`src/sbm_pkg.sv`:
```
`timescale 1ns / 1ps
`default_nettype none

package sbm_pkg;

	localparam int GROUP_W       = 11;
	localparam int COORD_W       = 32;
	localparam int COUNT_W       = 32;
	localparam int SUM_W         = 42;
	localparam int SCALE_W       = 17;
	localparam int SCALE_SUM_W   = 27;
	localparam int MAX_GROUP_DEF = 1024;
	localparam int QUEUE_DEPTH   = 2;

	// result kinds
	localparam logic KIND_BIN  = 1'b0;
	localparam logic KIND_MARK = 1'b1;

	// one unit of work handed from the front end to the back end
	typedef struct packed {
		logic                   has_bin;
		logic                   has_mark;
		logic [COORD_W-1:0]     first_start;
		logic [COORD_W-1:0]     last_end;
		logic [SUM_W-1:0]       sum_a;
		logic [SUM_W-1:0]       sum_b;
		logic [SCALE_SUM_W-1:0] scale_sum;
		logic [GROUP_W-1:0]     divisor;
	} job_t;

	typedef enum logic [1:0] {
		B_IDLE,
		B_DIV,
		B_BIN,
		B_MARK
	} back_state_t;

endpackage

`default_nettype wire

```
`src/sbm_front.sv`:
```
`timescale 1ns / 1ps
`default_nettype none

module sbm_front #(
	parameter int MAX_GROUP = sbm_pkg::MAX_GROUP_DEF
) (
	input  wire logic                            clk,
	input  wire logic                            arst_n,
	input  wire logic                            cfg_wr_en,
	input  wire logic [sbm_pkg::GROUP_W-1:0]     cfg_wr_data,
	input  wire logic                            in_valid,
	output      logic                            in_stall,
	input  wire logic [sbm_pkg::COORD_W-1:0]     bin_start,
	input  wire logic [sbm_pkg::COORD_W-1:0]     bin_end,
	input  wire logic [sbm_pkg::COUNT_W-1:0]     read_count_a,
	input  wire logic [sbm_pkg::COUNT_W-1:0]     read_count_b,
	input  wire logic [sbm_pkg::SCALE_W-1:0]     nondead_scale,
	input  wire logic                            segment_last,
	input  wire logic                            q_full,
	output      logic                            q_push,
	output      sbm_pkg::job_t                   q_job
);

	logic [sbm_pkg::GROUP_W-1:0]     size_q;
	logic [sbm_pkg::GROUP_W-1:0]     fill_q;
	logic [sbm_pkg::COORD_W-1:0]     first_q;
	logic [sbm_pkg::SUM_W-1:0]       acc_a_q;
	logic [sbm_pkg::SUM_W-1:0]       acc_b_q;
	logic [sbm_pkg::SCALE_SUM_W-1:0] acc_scale_q;

	logic [sbm_pkg::GROUP_W-1:0]     size_eff;
	logic [sbm_pkg::GROUP_W-1:0]     fill_next;
	logic [sbm_pkg::COORD_W-1:0]     first_next;
	logic [sbm_pkg::SUM_W-1:0]       acc_a_next;
	logic [sbm_pkg::SUM_W-1:0]       acc_b_next;
	logic [sbm_pkg::SCALE_SUM_W-1:0] acc_scale_next;
	logic                            group_done;
	logic                            accept;

	// zero acts as one, large values clip to the configured maximum
	always_comb begin
		size_eff = (cfg_wr_data == '0) ? sbm_pkg::GROUP_W'(1) : cfg_wr_data;
		if (32'(size_eff) > 32'(MAX_GROUP)) begin
			size_eff = sbm_pkg::GROUP_W'(MAX_GROUP);
		end
	end

	assign in_stall = q_full;
	assign accept   = in_valid && !in_stall;

	always_comb begin
		fill_next      = fill_q + sbm_pkg::GROUP_W'(1);
		first_next     = (fill_q == '0) ? bin_start : first_q;
		acc_a_next     = acc_a_q + sbm_pkg::SUM_W'(read_count_a);
		acc_b_next     = acc_b_q + sbm_pkg::SUM_W'(read_count_b);
		acc_scale_next = acc_scale_q + sbm_pkg::SCALE_SUM_W'(nondead_scale);
		group_done     = (fill_next >= size_q);

		q_job.has_bin     = group_done;
		q_job.has_mark    = segment_last;
		q_job.first_start = first_next;
		q_job.last_end    = bin_end;
		q_job.sum_a       = acc_a_next;
		q_job.sum_b       = acc_b_next;
		q_job.scale_sum   = acc_scale_next;
		q_job.divisor     = size_q;
		q_push            = accept && (group_done || segment_last);
	end

	always_ff @(posedge clk or negedge arst_n) begin
		if (!arst_n) begin
			size_q      <= sbm_pkg::GROUP_W'(1);
			fill_q      <= '0;
			first_q     <= '0;
			acc_a_q     <= '0;
			acc_b_q     <= '0;
			acc_scale_q <= '0;
		end else if (cfg_wr_en) begin
			// new size drops any partial group
			size_q      <= size_eff;
			fill_q      <= '0;
			first_q     <= '0;
			acc_a_q     <= '0;
			acc_b_q     <= '0;
			acc_scale_q <= '0;
		end else if (accept) begin
			if (group_done || segment_last) begin
				fill_q      <= '0;
				first_q     <= '0;
				acc_a_q     <= '0;
				acc_b_q     <= '0;
				acc_scale_q <= '0;
			end else begin
				fill_q      <= fill_next;
				first_q     <= first_next;
				acc_a_q     <= acc_a_next;
				acc_b_q     <= acc_b_next;
				acc_scale_q <= acc_scale_next;
			end
		end
	end

`ifndef NO_ASSERTIONS
	a_fill_below_size: assert property (@(posedge clk) disable iff (!arst_n)
		(size_q != '0) && (fill_q < size_q))
		else $error("group fill reached group size without closing the group");
`endif

endmodule

`default_nettype wire

```
`src/sbm_queue.sv`:
```
`timescale 1ns / 1ps
`default_nettype none

module sbm_queue (
	input  wire logic          clk,
	input  wire logic          arst_n,
	input  wire logic          push,
	input  wire sbm_pkg::job_t push_job,
	input  wire logic          pop,
	output      sbm_pkg::job_t pop_job,
	output      logic          full,
	output      logic          empty
);

	localparam int DEPTH = sbm_pkg::QUEUE_DEPTH;
	localparam int PTR_W = (DEPTH > 1) ? $clog2(DEPTH) : 1;
	localparam int CNT_W = $clog2(DEPTH + 1);

	sbm_pkg::job_t    slot_q [DEPTH];
	logic [PTR_W-1:0] wr_ptr_q;
	logic [PTR_W-1:0] rd_ptr_q;
	logic [CNT_W-1:0] count_q;

	logic             do_push;
	logic             do_pop;

	assign full    = (count_q == CNT_W'(DEPTH));
	assign empty   = (count_q == '0);
	assign do_push = push && !full;
	assign do_pop  = pop && !empty;
	assign pop_job = slot_q[rd_ptr_q];

	always_ff @(posedge clk) begin
		if (do_push) begin
			slot_q[wr_ptr_q] <= push_job;
		end
	end

	always_ff @(posedge clk or negedge arst_n) begin
		if (!arst_n) begin
			wr_ptr_q <= '0;
			rd_ptr_q <= '0;
			count_q  <= '0;
		end else begin
			if (do_push) begin
				wr_ptr_q <= (wr_ptr_q == PTR_W'(DEPTH - 1)) ? '0 : wr_ptr_q + PTR_W'(1);
			end
			if (do_pop) begin
				rd_ptr_q <= (rd_ptr_q == PTR_W'(DEPTH - 1)) ? '0 : rd_ptr_q + PTR_W'(1);
			end
			unique case ({do_push, do_pop})
				2'b10:   count_q <= count_q + CNT_W'(1);
				2'b01:   count_q <= count_q - CNT_W'(1);
				default: count_q <= count_q;
			endcase
		end
	end

`ifndef NO_ASSERTIONS
	a_no_push_when_full: assert property (@(posedge clk) disable iff (!arst_n)
		full |-> !push)
		else $error("job pushed into a full queue");
`endif

endmodule

`default_nettype wire

```
`src/sbm_back.sv`:
```
`timescale 1ns / 1ps
`default_nettype none

module sbm_back (
	input  wire logic                            clk,
	input  wire logic                            arst_n,
	input  wire logic                            q_empty,
	input  wire sbm_pkg::job_t                   q_job,
	output      logic                            q_pop,
	output      logic                            out_valid,
	input  wire logic                            out_stall,
	output      logic                            kind,
	output      logic [sbm_pkg::COORD_W-1:0]     merged_start,
	output      logic [sbm_pkg::COORD_W-1:0]     merged_end,
	output      logic [sbm_pkg::SUM_W-1:0]       sum_a,
	output      logic [sbm_pkg::SUM_W-1:0]       sum_b,
	output      logic [sbm_pkg::SCALE_W-1:0]     mean_scale
);

	localparam int DIV_STEPS = sbm_pkg::SCALE_SUM_W;
	localparam int STEP_W    = $clog2(DIV_STEPS + 1);
	localparam int DW        = sbm_pkg::GROUP_W;

	sbm_pkg::back_state_t            state_q;
	sbm_pkg::back_state_t            state_next;
	sbm_pkg::job_t                   job_q;
	logic [DW-1:0]                   rem_q;
	logic [sbm_pkg::SCALE_SUM_W-1:0] quot_q;
	logic [STEP_W-1:0]               step_q;

	logic [DW:0]                     trial;
	logic [DW:0]                     diff;
	logic                            trial_ge;
	logic [DW-1:0]                   rem_next;
	logic                            last_step;
	logic                            out_take;

	// one restoring divide step per cycle
	always_comb begin
		trial     = {rem_q, quot_q[sbm_pkg::SCALE_SUM_W-1]};
		diff      = trial - {1'b0, job_q.divisor};
		trial_ge  = (trial >= {1'b0, job_q.divisor});
		rem_next  = trial_ge ? diff[DW-1:0] : trial[DW-1:0];
		last_step = (step_q == STEP_W'(DIV_STEPS - 1));
	end

	assign out_take = out_valid && !out_stall;

	always_ff @(posedge clk or negedge arst_n) begin
		if (!arst_n) begin
			state_q <= sbm_pkg::B_IDLE;
		end else begin
			state_q <= state_next;
		end
	end

	always_comb begin
		state_next   = state_q;
		q_pop        = 1'b0;
		out_valid    = 1'b0;
		kind         = sbm_pkg::KIND_BIN;
		merged_start = '0;
		merged_end   = '0;
		sum_a        = '0;
		sum_b        = '0;
		mean_scale   = '0;
		unique case (state_q)
			sbm_pkg::B_IDLE: begin
				if (!q_empty) begin
					q_pop = 1'b1;
					if (!q_job.has_bin) begin
						state_next = sbm_pkg::B_MARK;
					end else if (q_job.divisor == DW'(1)) begin
						state_next = sbm_pkg::B_BIN;
					end else begin
						state_next = sbm_pkg::B_DIV;
					end
				end
			end
			sbm_pkg::B_DIV: begin
				if (last_step) begin
					state_next = sbm_pkg::B_BIN;
				end
			end
			sbm_pkg::B_BIN: begin
				out_valid    = 1'b1;
				kind         = sbm_pkg::KIND_BIN;
				merged_start = job_q.first_start;
				merged_end   = job_q.last_end;
				sum_a        = job_q.sum_a;
				sum_b        = job_q.sum_b;
				mean_scale   = quot_q[sbm_pkg::SCALE_W-1:0];
				if (out_take) begin
					state_next = job_q.has_mark ? sbm_pkg::B_MARK : sbm_pkg::B_IDLE;
				end
			end
			sbm_pkg::B_MARK: begin
				out_valid = 1'b1;
				kind      = sbm_pkg::KIND_MARK;
				if (out_take) begin
					state_next = sbm_pkg::B_IDLE;
				end
			end
			default: begin
				state_next = sbm_pkg::B_IDLE;
			end
		endcase
	end

	always_ff @(posedge clk) begin
		if (q_pop) begin
			job_q  <= q_job;
			rem_q  <= '0;
			step_q <= '0;
			quot_q <= q_job.scale_sum;
		end else if (state_q == sbm_pkg::B_DIV) begin
			rem_q  <= rem_next;
			quot_q <= {quot_q[sbm_pkg::SCALE_SUM_W-2:0], trial_ge};
			step_q <= step_q + STEP_W'(1);
		end
	end

`ifndef NO_ASSERTIONS
	a_div_step_range: assert property (@(posedge clk) disable iff (!arst_n)
		(state_q == sbm_pkg::B_DIV) |-> (step_q < STEP_W'(DIV_STEPS)))
		else $error("divide step counter ran past the last step");

	a_div_nonzero: assert property (@(posedge clk) disable iff (!arst_n)
		(state_q == sbm_pkg::B_DIV) |-> (job_q.divisor > DW'(1)))
		else $error("divider started with a trivial divisor");

	a_rem_below_divisor: assert property (@(posedge clk) disable iff (!arst_n)
		(state_q == sbm_pkg::B_BIN) |-> (rem_q < job_q.divisor))
		else $error("final remainder not below the group size");

	a_bin_job_valid: assert property (@(posedge clk) disable iff (!arst_n)
		(state_q == sbm_pkg::B_BIN) |-> job_q.has_bin)
		else $error("merged bin shown for a marker-only job");
`endif

endmodule

`default_nettype wire

```
`src/segmented_bin_merge.sv`:
```
`timescale 1ns / 1ps
`default_nettype none

// segmented_bin_merge: merges each run of group_size fine bins inside a segment into one
// coarse bin (start of the first bin, end of the last, summed read counts, truncated mean
// of the Q1.16 live fraction) and sends a marker after every segment end; a partial group
// at a segment end is dropped. A front end takes one bin per cycle, while the queue has
// room, into 42-bit and 27-bit accumulators and hands finished work to a two-entry job
// queue; the back end computes the mean with a restoring divider that retires one
// quotient bit per cycle. A merged bin with group size 1 goes from the queue pop straight
// to output; any other merged bin passes through queue pop, 27 divide steps and output. A
// segment marker follows the merged bin of the same transfer, or comes on its own after a
// queue pop. The queue lets the front end take new bins while the back end still divides.
// Writing group_size discards any partial group; zero counts as one and values above
// MAX_GROUP clip to MAX_GROUP.

module segmented_bin_merge #(
	parameter int MAX_GROUP = sbm_pkg::MAX_GROUP_DEF
) (
	input  wire logic                            clk,
	input  wire logic                            arst_n,

	// group size register
	input  wire logic                            cfg_wr_en,
	input  wire logic [sbm_pkg::GROUP_W-1:0]     cfg_wr_data,

	// fine bin input
	input  wire logic                            in_valid,
	output      logic                            in_stall,
	input  wire logic [sbm_pkg::COORD_W-1:0]     bin_start,
	input  wire logic [sbm_pkg::COORD_W-1:0]     bin_end,
	input  wire logic [sbm_pkg::COUNT_W-1:0]     read_count_a,
	input  wire logic [sbm_pkg::COUNT_W-1:0]     read_count_b,
	input  wire logic [sbm_pkg::SCALE_W-1:0]     nondead_scale,
	input  wire logic                            segment_last,

	// merged bin and marker output
	output      logic                            out_valid,
	input  wire logic                            out_stall,
	output      logic                            kind,
	output      logic [sbm_pkg::COORD_W-1:0]     merged_start,
	output      logic [sbm_pkg::COORD_W-1:0]     merged_end,
	output      logic [sbm_pkg::SUM_W-1:0]       sum_a,
	output      logic [sbm_pkg::SUM_W-1:0]       sum_b,
	output      logic [sbm_pkg::SCALE_W-1:0]     mean_scale
);

	// job hand-off between front and back end
	sbm_pkg::job_t push_job;
	sbm_pkg::job_t pop_job;
	logic          q_push;
	logic          q_pop;
	logic          q_full;
	logic          q_empty;

	// accumulation, closes a group or a segment per transfer
	sbm_front #(
		.MAX_GROUP (MAX_GROUP)
	) u_front (
		.clk           (clk),
		.arst_n        (arst_n),
		.cfg_wr_en     (cfg_wr_en),
		.cfg_wr_data   (cfg_wr_data),
		.in_valid      (in_valid),
		.in_stall      (in_stall),
		.bin_start     (bin_start),
		.bin_end       (bin_end),
		.read_count_a  (read_count_a),
		.read_count_b  (read_count_b),
		.nondead_scale (nondead_scale),
		.segment_last  (segment_last),
		.q_full        (q_full),
		.q_push        (q_push),
		.q_job         (push_job)
	);

	// short queue so each side can stall on its own
	sbm_queue u_queue (
		.clk      (clk),
		.arst_n   (arst_n),
		.push     (q_push),
		.push_job (push_job),
		.pop      (q_pop),
		.pop_job  (pop_job),
		.full     (q_full),
		.empty    (q_empty)
	);

	// mean division and result sequencing
	sbm_back u_back (
		.clk          (clk),
		.arst_n       (arst_n),
		.q_empty      (q_empty),
		.q_job        (pop_job),
		.q_pop        (q_pop),
		.out_valid    (out_valid),
		.out_stall    (out_stall),
		.kind         (kind),
		.merged_start (merged_start),
		.merged_end   (merged_end),
		.sum_a        (sum_a),
		.sum_b        (sum_b),
		.mean_scale   (mean_scale)
	);

endmodule

`default_nettype wire

```
`config.mk`:
```
export PLATFORM = sky130hd
export DESIGN_NAME = segmented_bin_merge
export DESIGN_NICKNAME = d
export VERILOG_FILES = /design/src/sbm_pkg.sv /design/src/sbm_front.sv /design/src/sbm_queue.sv /design/src/sbm_back.sv /design/src/segmented_bin_merge.sv
export SDC_FILE = /design/constraint.sdc
export NUM_CORES = 1
export LEC_CHECK = 0
export BUFFER_PORTS_ARGS = -buffer_cell sky130_fd_sc_hd__buf_2
export CAP_MARGIN = 20
export CORE_ASPECT_RATIO = 0.7
export CORE_MARGIN = 2
export CORE_UTILIZATION = 39
export DETAILED_ROUTE_END_ITERATION = 10
export PLACE_DENSITY = 0.6
export SYNTH_ARGS = -nofsm -noshare
export SYNTH_HDL_FRONTEND = slang
export SYNTH_HIERARCHICAL = 1
export SYNTH_SLANG_ARGS = --single-unit
```
`constraint.sdc`:
```
create_clock -name clk -period 29.5 [get_ports clk]
set_input_delay 2.95 -clock clk [delete_from_list [all_inputs] [get_ports clk]]
set_output_delay 2.95 -clock clk [all_outputs]
set_load 0.03 [all_outputs]
```
==> impl_results.md, run 1 <==
- Hold bufs inserted after CTS: 0
- Run status: completed
- Via count of the first global-routing pass: 21878
- Switching power total: 0.00104 W
- Count of TritonRoute iterations in the first routing pass: 6
- Hold Vio Cnt, Final: 0
- Number of design rule violations left after detail routing: 0
- Design Area, Final: 40000 um^2
- H-tree lvl count: 3
- Area growth from synthesis to layout: 14.2%
- TritonCTS clock tree: yes
- Number of max-slew violations in the final report: 0
- Estimated wirelength of the detail-placed design: 50000 um
- Sw Ratio: 0.310
- Number of register bits inferred by synthesis: 750
- Clock latency at the later pin of the worst-skew pair: 0.63 ns
- Post-Syn Instances: 2513
- Clock transition time at the flip-flop clock pins of the worst setup and hold paths: 0.06 ns
- GR Util All Layers: 0.168
- Standard cell area after detailed placement: 37500 um^2
- Area fraction of the dominant cell type after synthesis: 0.482
- Final estimated routing congestion in global placement: 0.865
- Final wirelength: 79000 um
- Cell taking the most area after synthesis: sky130_fd_sc_hd__edfxtp_1
- Slew at the pin with the worst max-slew slack: 1.07 ns
- Nets: 3070
- Max-slew headroom: 0.287
- Internal power consumption: 0.00232 W
- Post-DRT Antenna Nets: 0
- Number of antenna violations at the first check in global routing: 6
- Vias/cell: 5.27
- Worst-case vdd ir drop: 0.0528 mV
- RSZ-0062 raised after global routing: false
- Horizontal die dimension: 362 um
- CTS Buffer Depth: 3
- Most common library cell in the layout ignoring fill and taps: sky130_fd_sc_hd__edfxtp_1
- # Post-CTS Setup Buffers: 0
- Yosys warns: 6
- Worst Path Required: 26.55 ns
- Final period demand of the worst path: 5.81 ns
- Die area: 92300 um^2
- Fillers: 7940
- Number of buffers added by the clock tree synthesis step: 77
- Wire length of the first global-routing pass: 123000 um
- Proportion of synthesized chip area in sequential cells: 0.614
- Crit Path Category: reg -> out
- Share of post-route cells with drive strength above 1: 0.264
- Core Footprint: 88600 um^2
- Number of distinct standard cells referenced by the synthesized netlist: 98
- Starting DRT DRC Count: 1473
- Portion of the clock cycle consumed by the worst path in the final layout: 0.197
- Via Count: 21219
- Element type at the critical path start: register
- Buffer cell driving the clock tree root: sky130_fd_sc_hd__clkbuf_16
- Number of rows in the core area: 91
- Overflow left after global routing: 0
- Share of power burned in the clock network: 0.286
- CP max FO: 71
- Total area of multi-input combinational cells: 12400 um^2
- Reg2Reg Setup Slack: 24.42 ns
- Commonest cells after routing, fill and taps aside: sky130_fd_sc_hd__edfxtp_1 (563), sky130_fd_sc_hd__buf_2 (328), sky130_fd_sc_hd__and2_1 (183)
- Vertical die dimension: 255 um
- Fraction of registers with async set/reset: 0.228
- Finished Core Util: 0.452
- Total I/O pin count: 330
- Number of buffer cells added on primary ports: 329
- DR WL/cell: 19.6 um
- Sinks on Clock Net: 750
- Number of synthesized flops with an enable pin: 563
- Pwr Density: 84.1 nW/um^2
- Dominant synthesized flop cell: sky130_fd_sc_hd__edfxtp_1
- Final setup TNS: 0 ns
- Part of the power in registers: 0.439
- Path category of the worst min-delay check: reg -> reg
- Mapped cell area: 35000 um^2
- Post-Synthesis Net Count: 2787
- Leak Pwr: 16.4 nW
- Max-cap violations: 0
- Worst endpoint data arrival time: 2.86 ns
- Initial cell density of the core: 0.396
- Setup violation total in the final timing report: 0
- Largest net degree at the start of global routing: 147
- Highest achievable clock rate: 172 MHz
- Final non-filler cell total: 4025
- Part of the total power dissipated in combinational logic: 0.275
- Critical Path End Type: output port
- Sequential standard cell area: 21500 um^2
- Post-CTS resize count: 0
- Placed instance count: 3878
- Top cells by area in the synthesized netlist: sky130_fd_sc_hd__edfxtp_1 (48%), sky130_fd_sc_hd__dfrtp_1 (12%), sky130_fd_sc_hd__mux2_2 (4.4%)
- Synth Area per Inst: 13.9 um^2
- Clock skew after layout: 0.0228 ns
[sequential cells by signal, summed over array words and instances, names as in the netlist, 27 cells and up]
register / cells
u_back/job_q: 160
u_back/quot_q: 27
u_front/acc_a_q: 42
u_front/acc_b_q: 42
u_front/acc_scale_q: 27
u_front/first_q: 32
u_queue/slot_q: 376
[worst max-delay path, cell delays in order, from the launching register on]
cell and delay [ns]:
sky130_fd_sc_hd__dfrtp_1 0.53, sky130_fd_sc_hd__nor2b_4 0.31, sky130_fd_sc_hd__buf_12 0.24, sky130_fd_sc_hd__buf_4 0.58, sky130_fd_sc_hd__and2_1 0.30, sky130_fd_sc_hd__buf_2 0.22
[power groups by stage]
stage | logic (W) | clock network, W | registers [W]
after floorplan | 0.000718 | 0 | 0.00149
after global placement | 0.000911 | 0 | 0.00149
after detailed placement | 0.000933 | 0 | 0.00150
after CTS | 0.000938 | 0.000997 | 0.00148
after global routing | 0.00101 | 0.00103 | 0.00149
final | 0.000925 | 0.000963 | 0.00148
[area by class of cell]
class / count / area share
Sequential cell: 750 / 0.538
Multi-Input combinational cell: 1556 / 0.311
Clock buffer: 99 / 0.0525
Timing Repair Buffer: 355 / 0.0469
Tap cell: 1162 / 0.0363
Clock inverter: 45 / 0.0101
Inverter: 56 / 0.00525
Antenna cell: 2 / 0.000125
[stage by stage]
stage | hold slack, ns | total power [W] | setup slack (ns)
after CTS | 0.471 | 0.00341 | 22.98
after global placement | 0.450 | 0.00240 | 23.15
after detailed placement | 0.456 | 0.00243 | 23.06
final | 0.467 | 0.00336 | 23.69
after floorplan | 0.442 | 0.00220 | 17.65
after global routing | 0.487 | 0.00354 | 23.45
[cell usage after synthesis, drive strengths merged, types with 16 or more instances]
master,n
nor2,79
o21bai,16
buf,88
dfrtp,170
a21o,49
clkbuf,62
and3,28
mux2,248
ha,108
o21a,16
edfxtp,563
nor2b,16
xnor2,66
a31oi,21
nand4,18
a21oi,104
nand3,34
dfxtp,16
inv,56
and2,184
o211ai,21
a22o,113
nand2,133
xor2,52
nor3,19
o21ai,76
[routing by layer]
layer / vias up / routed length [um] / GRT usage
li1: 9939 / - / -
met1: 10668 / 37300 / 0.237
met2: 500 / 36500 / 0.267
met3: 112 / 3790 / 0.0317
met4: 0 / 1480 / 0.0469
met5: - / 0 / 0
[cell families (layout without fill, tap and decap cells)]
family	count (synthesis)	in the layout	share of synthesized area
flops	750	750	0.614
simple gates	561	561	0.0845
compound gates	503	503	0.105
mux	261	261	0.0946
buf+inv	207	555	0.0319
xor+xnor	118	118	0.0295
fa+ha+maj	113	113	0.0411
other cells	0	2	0
[worst paths after layout]
path / end / depth (start not counted) / start
max reg2reg: u_queue/slot_q[1][56] / 14 / u_front/fill_q[2]
max in group asynchronous: u_queue/rd_ptr_q / 2 / arst_n
max: sum_a[5] / 5 / u_back/state_q[1]
min in group asynchronous: u_front/acc_a_q[15] / 1 / arst_n
min: u_queue/slot_q[0][1] / 0 / u_front/size_q[1]
min reg2reg: u_queue/slot_q[0][1] / 0 / u_front/size_q[1]
Note: power is estimated with default switching activity, not from simulation.
==> run 2: changes to the inputs <==
==> constraint.sdc (replaced) <==
create_clock -name clk -period 5.55 [get_ports clk]
set_input_delay 0.555 -clock clk [delete_from_list [all_inputs] [get_ports clk]]
set_output_delay 0.555 -clock clk [all_outputs]
set_load 0.03 [all_outputs]
==> impl_results.md, run 2 (synthesis gave the netlist of run 1 again) <==
- Leak Pwr: 16.4 nW (+0.28%)
- Detailed-route wire length on metal 1: 37500 um (+0.74%)
- Most common library cell in the layout ignoring fill and taps: sky130_fd_sc_hd__edfxtp_1
- Clock latency at the later pin of the worst-skew pair: 0.64 ns (about the same)
- Die area: 92300 um^2 (unchanged)
- Final estimated routing congestion in global placement: 0.878 (+1.5%)
- Final non-filler cell total: 4021 (-0.099%)
- Number of max-slew violations in the final report: 0 (unchanged)
- Crit Path Category: reg -> reg
- Starting DRT DRC Count: 1397 (-5.2%)
- Critical-path top delay cell: sky130_fd_sc_hd__and3_4
- Pwr Density: 450 nW/um^2 (+440%)
- Via Count: 21044 (-0.82%)
- Switching power total: 0.00561 W (+440%)
- Total I/O pin count: 330 (unchanged)
- CTS Buffer Depth: 3 (unchanged)
- Final wirelength: 78700 um (-0.34%)
- Biggest registers after layout: u_queue/slot_q: 376 flops, u_back/job_q: 160 flops
- Post-DRT Antenna Nets: 0 (unchanged)
- Area growth from synthesis to layout: 14.8%
- Crit-path leading delay family: simple AND/OR/NAND/NOR gates
- Hold bufs inserted after CTS: 1 (+1)
- Post-CTS resize count: 0 (unchanged)
- Share of power burned in the clock network: 0.294 (+0.008)
- Worst-case vdd ir drop: 0.262 mV (+400%)
- Core Footprint: 88600 um^2 (unchanged)
- RSZ-0062 raised after global routing: false
- Highest achievable clock rate: 247 MHz
- Worst endpoint data arrival time: 4.36 ns (+1.50 ns)
- Placed instance count: 3874 (-0.10%)
- Initial cell density of the core: 0.396 (unchanged)
- Buf+Inv Stages, Crit Path: 1 (-2)
- Largest net degree at the start of global routing: 152 (+3.4%)
- Path category of the worst min-delay check: in -> reg
- Highest routed layer: met4
- Final period demand of the worst path: 4.06 ns
- Final setup TNS: 0 ns (unchanged)
- Number of buffers added by the clock tree synthesis step: 77 (unchanged)
- DR WL/cell: 19.6 um (-0.24%)
- Wire length of the first global-routing pass: 123000 um (-0.55%)
- Number of design rule violations left after detail routing: 0 (unchanged)
- Buffer cell driving the clock tree root: sky130_fd_sc_hd__clkbuf_16
- Slew at the pin with the worst max-slew slack: 1.09 ns (+0.0214 ns)
- CP max FO: 57 (-20%)
- Number of buffer cells added on primary ports: 329 (unchanged)
- Register bank with the most flops: u_queue/slot_q
- Part of the total power dissipated in combinational logic: 0.273 (-0.002)
- Flip-flop count of the largest register after layout: 376 (unchanged)
- Setup violation total in the final timing report: 0 (unchanged)
- Worst Path Required: 5.85 ns (-20.70 ns)
- Sinks on Clock Net: 750 (unchanged)
- Clock skew after layout: 0.0240 ns (+0.00123 ns)
- Horizontal die dimension: 362 um (unchanged)
- TritonCTS clock tree: yes
- # Post-CTS Setup Buffers: 0 (unchanged)
- GR Util All Layers: 0.169 (+0.000250)
- Portion of the clock cycle consumed by the worst path in the final layout: 0.731
- Peak per-stage delay on the critical path: 0.84 ns (+0.26 ns)
- Vertical die dimension: 255 um (unchanged)
- Diode count: 0 (-2)
- Number of antenna violations at the first check in global routing: 3 (-3)
- List of cells traversed by the critical path: and3_1, and3_1, nand3_1, xnor2_1, ha_1, o21a_1, o21ai_0, o21ai_1, and2_1, nor2_1, nor2_1, and3_4, buf_12
- Vias/cell: 5.23 (-0.73%)
- Clock transition time at the flip-flop clock pins of the worst setup and hold paths: 0.06 ns (about the same)
- H-tree lvl count: 3 (unchanged)
- Hold Vio Cnt, Final: 0 (unchanged)
- Total met2 wirelength after detailed routing: 35500 um (-2.7%)
- Max-cap violations: 0 (unchanged)
- Commonest cells after routing, fill and taps aside: sky130_fd_sc_hd__edfxtp_1 (563), sky130_fd_sc_hd__buf_2 (328), sky130_fd_sc_hd__and2_1 (183)
- Sw Ratio: 0.310 (-0.000425)
- Count of TritonRoute iterations in the first routing pass: 5 (-1)
- Internal power consumption: 0.0125 W (+440%)
- Critical Path End Type: register
- Element type at the critical path start: register
- Max-slew headroom: 0.273 (-0.0143)
- Share of post-route cells with drive strength above 1: 0.263 (-0.000515)
- Number of rows in the core area: 91 (unchanged)
- Nets: 3069 (-0.033%)
- Via count of the first global-routing pass: 21446 (-2.0%)
- Run status: completed
- Estimated wirelength of the detail-placed design: 49400 um (-1.2%)
- Overflow left after global routing: 0 (unchanged)
- Met3 wire length: 4000 um (+5.5%)
- Part of the power in registers: 0.433 (-0.006)
==> run 2: metrics by stage <==
| step | hold WS [ns] | instance area [um^2] | util | worst slack [ns] | power, W |
|---|---|---|---|---|---|
| 5_1_grt | 0.0594 | 40200 | 0.454 | 1.19 | 0.0190 |
| 4_1_cts | 0.0481 | 40200 | 0.454 | 1.44 | 0.0183 |
| 2_1_floorplan | 0.259 | 35100 | - | 0.0189 | 0.0116 |
| 6_report | 0.105 | 40200 | 0.454 | 1.49 | 0.0181 |
| 3_3_place_gp | 0.458 | 37600 | 0.424 | 1.51 | 0.0128 |
| 3_5_place_dp | 0.458 | 37600 | 0.424 | 1.44 | 0.0129 |
==> run 2: worst paths after layout <==
| kind | to | start | slack (ns) | depth (start not counted) |
|---|---|---|---|---|
| worst max-delay path | u_queue/slot_q[1][96] | u_front/fill_q[2] | 1.49 | 13 |
| max in group asynchronous | u_front/first_q[11] | arst_n | 3.70 | 3 |
| worst max register to register | u_queue/slot_q[1][96] | u_front/fill_q[2] | 1.49 | 13 |
| worst min register to register | u_queue/slot_q[1][1] | u_front/size_q[1] | 0.47 | 0 |
| min in group asynchronous | u_front/acc_a_q[12] | arst_n | 0.53 | 2 |
| worst min-delay path | u_queue/slot_q[1][148] | bin_end[26] | 0.10 | 1 |
==> run 2: layout make-up <==
| cell class | count | area [um^2] |
|---|---|---|
| clock buffers | 100 | 2060 |
| well taps | 1162 | 1450 |
| multi-input cells | 1556 | 12400 |
| fillers | 7828 | 48300 |
| clock inverters | 43 | 541 |
| inverters | 56 | 210 |
| repair buffers | 354 | 2010 |
| flip-flops and latches | 750 | 21500 |
==> run 2: layer usage <==
layer	vias to the layer above	track usage
li1	9947	-
met1	10494	0.239
met2	486	0.264
met3	117	0.0331
met4	0	0.0491
met5	-	0
==> run 2: power by group through the flow <==
stage               Combinational, W  Clock (W)  Sequential (W)
CTS                          0.00499    0.00548         0.00785
global placement             0.00487          0         0.00792
floorplan                    0.00382          0         0.00783
global route                 0.00540    0.00570         0.00793
detailed placement           0.00497          0         0.00795
finish                       0.00495    0.00532         0.00784
==> run 3: changes to the inputs <==
--- a/config.mk
+++ b/config.mk
@@ -11,7 +11,7 @@
 export CORE_MARGIN = 2
 export CORE_UTILIZATION = 39
 export DETAILED_ROUTE_END_ITERATION = 10
-export PLACE_DENSITY = 0.6
+export PLACE_DENSITY = 0.62
 export SYNTH_ARGS = -nofsm -noshare
 export SYNTH_HDL_FRONTEND = slang
 export SYNTH_HIERARCHICAL = 1
==> constraint.sdc (replaced) <==
create_clock -name clk -period 3.6 [get_ports clk]
set_input_delay 0.36 -clock clk [delete_from_list [all_inputs] [get_ports clk]]
set_output_delay 0.36 -clock clk [all_outputs]
set_load 0.03 [all_outputs]
==> impl_results.md, run 3 (synthesis gave the netlist of run 1 again) <==
- Run status: completed
- Count of TritonRoute iterations in the first routing pass: 5 (unchanged)
- Standard cell area after detailed placement: 38100 um^2 (+1.3%)
- Hold Vio Cnt, Final: 0 (unchanged)
- Via count of the first global-routing pass: 21715 (+1.3%)
- Placed instance count: 3915 (+1.1%)
- Starting DRT DRC Count: 1798 (+29%)
- Die area: 92300 um^2 (unchanged)
- Highest routed layer: met4
- Leak Pwr: 16.9 nW (+2.9%)
- Area growth from synthesis to layout: 17.8%
- Finished Core Util: 0.466 (+0.0118)
- Number of buffers added by the clock tree synthesis step: 77 (unchanged)
- Total I/O pin count: 330 (unchanged)
- Clock latency at the later pin of the worst-skew pair: 0.64 ns (about the same)
- Sinks on Clock Net: 750 (unchanged)
- Share of post-route cells with drive strength above 1: 0.274 (+0.0110)
- Element type at the critical path start: register
- Worst-case vdd ir drop: 0.623 mV (+140%)
- Pwr Density: 682 nW/um^2 (+51%)
- Detailed-route wire length on metal 1: 38700 um (+3.1%)
- Highest achievable clock rate: 285 MHz (+16%)
- Flip-flop count of the largest register after layout: 376 (unchanged)
- Number of design rule violations left after detail routing: 0 (unchanged)
- Final worst-path setup slack: 0.0927 ns (-1.40 ns)
- Buffer cell driving the clock tree root: sky130_fd_sc_hd__clkbuf_16
- Final wirelength: 82200 um (+4.4%)
- H-tree lvl count: 3 (unchanged)
- Critical Path End Type: register
- Setup violation total in the final timing report: 0 (unchanged)
- Worst endpoint data arrival time: 3.84 ns (-0.52 ns)
- Max-slew headroom: 0.392 (+0.119)
- Number of rows in the core area: 91 (unchanged)
- Number of buffer cells added on primary ports: 329 (unchanged)
- Clock skew after layout: 0.0299 ns (+0.00594 ns)
- Design Area, Final: 41300 um^2 (+2.6%)
- Core Footprint: 88600 um^2 (unchanged)
- Met3 wire length: 4010 um (+0.38%)
- Final period demand of the worst path: 3.51 ns (-0.549 ns)
- Largest net degree at the start of global routing: 109 (-28%)
- Most common library cell in the layout ignoring fill and taps: sky130_fd_sc_hd__edfxtp_1
- GR Util All Layers: 0.171 (+0.00190)
- Overflow left after global routing: 0 (unchanged)
- Max-cap violations: 0 (unchanged)
- Initial cell density of the core: 0.396 (unchanged)
- Number of antenna violations at the first check in global routing: 1 (-2)
- Estimated wirelength of the detail-placed design: 52900 um (+7.1%)
- Clock transition time at the flip-flop clock pins of the worst setup and hold paths: 0.06 ns (about the same)
- Fillers: 7801 (-0.34%)
- CP max FO: 27 (-53%)
- Final estimated routing congestion in global placement: 0.895 (+2.0%)
- Wire length of the first global-routing pass: 124000 um (+1.1%)
- Vertical die dimension: 255 um (unchanged)
- Slew at the pin with the worst max-slew slack: 0.912 ns (-0.179 ns)
- Worst Path Required: 3.93 ns (-1.92 ns)
- TritonCTS clock tree: yes
- Diode count: 0 (unchanged)
- DR WL/cell: 20.0 um (+2.1%)
- Final non-filler cell total: 4111 (+2.2%)
- Pre-CTS WS: 0.00358 ns (-1.44 ns)
- Crit Path Category: reg -> reg
- Horizontal die dimension: 362 um (unchanged)
- Biggest registers after layout: u_queue/slot_q: 376 flops, u_back/job_q: 160 flops
- Vias/cell: 5.28 (+0.89%)
- Path category of the worst min-delay check: in -> reg
- Post-DRT Antenna Nets: 0 (unchanged)
- Via Count: 21707 (+3.2%)
- Register bank with the most flops: u_queue/slot_q
- Nets: 3161 (+3.0%)
- Number of max-slew violations in the final report: 0 (unchanged)
- Total met2 wirelength after detailed routing: 37900 um (+6.7%)
- Portion of the clock cycle consumed by the worst path in the final layout: 0.974 (+0.243)
- CTS Buffer Depth: 3 (unchanged)
- WHS: 0.0567 ns (-0.0483 ns)
- Commonest cells after routing, fill and taps aside: sky130_fd_sc_hd__edfxtp_1 (563), sky130_fd_sc_hd__buf_2 (328), sky130_fd_sc_hd__and2_1 (182)
==> run 3: layout make-up <==
type | instances | area, um^2 | share of cell area
Inverter | 56 | 210 | 0.00509
Timing Repair Buffer | 444 | 3010 | 0.0729
Clock buffer | 100 | 2050 | 0.0497
Multi-Input combinational cell | 1558 | 12500 | 0.304
Clock inverter | 41 | 494 | 0.0120
Sequential cell | 750 | 21500 | 0.521
Tap cell | 1162 | 1450 | 0.0352
==> run 3: stage by stage <==
stage          power, W  TNS, ns
2_1_floorplan    0.0179  -577.73
3_3_place_gp     0.0199        0
3_5_place_dp     0.0202        0
4_1_cts          0.0284        0
5_1_grt          0.0295   -0.394
6_report         0.0281        0
==> run 3: path summary, 6_finish.rpt <==
check	depth (start not counted)	slack [ns]	startpoint	endpoint
setup / recovery	14	0.09	u_front/fill_q[3]	u_queue/slot_q[1][82]
hold / removal	2	0.06	bin_start[31]	u_queue/slot_q[1][185]
setup reg to reg	14	0.09	u_front/fill_q[3]	u_queue/slot_q[1][82]
hold reg to reg	0	0.47	u_front/size_q[5]	u_queue/slot_q[1][5]
max in group asynchronous	3	2.26	arst_n	u_queue/rd_ptr_q
min in group asynchronous	2	0.36	arst_n	u_front/acc_a_q[19]
==> run 3: critical path, cell delays in order, from the launching register on <==
cell and delay [ns]:
sky130_fd_sc_hd__dfrtp_2 0.41, sky130_fd_sc_hd__and3_1 0.21, sky130_fd_sc_hd__and3_2 0.26, sky130_fd_sc_hd__nand3_2 0.11, sky130_fd_sc_hd__xnor2_2 0.17, sky130_fd_sc_hd__ha_1 0.29
sky130_fd_sc_hd__o21a_1 0.12, sky130_fd_sc_hd__o21ai_1 0.09, sky130_fd_sc_hd__o21ai_4 0.31, sky130_fd_sc_hd__and2_4 0.23, sky130_fd_sc_hd__nor2_1 0.04, sky130_fd_sc_hd__nor2_1 0.18
sky130_fd_sc_hd__and3_4 0.31, sky130_fd_sc_hd__buf_12 0.21, sky130_fd_sc_hd__buf_16 0.22
==> run 3: metal layers <==
layer / vias up / global-route usage
li1: 10136 / -
met1: 10858 / 0.242
met2: 588 / 0.271
met3: 125 / 0.0296
met4: 0 / 0.0459
met5: - / 0
==> run 3: power by group <==
group | switching [W] | leakage [nW] | internal [W]
clock network | 0.00352 | 1.21 | 0.00454
logic | 0.00469 | 8.05 | 0.00332
registers | 0.000576 | 7.64 | 0.0115
total | 0.00878 | 16.9 | 0.0194
==> run 3: repair_timing <==
action	4_1_cts	5_1_grt
hold endpoints to repair	160	0
buffers inserted	0	6
setup endpoints to repair	0	294
gates resized for setup	0	19
hold buffers	43	0
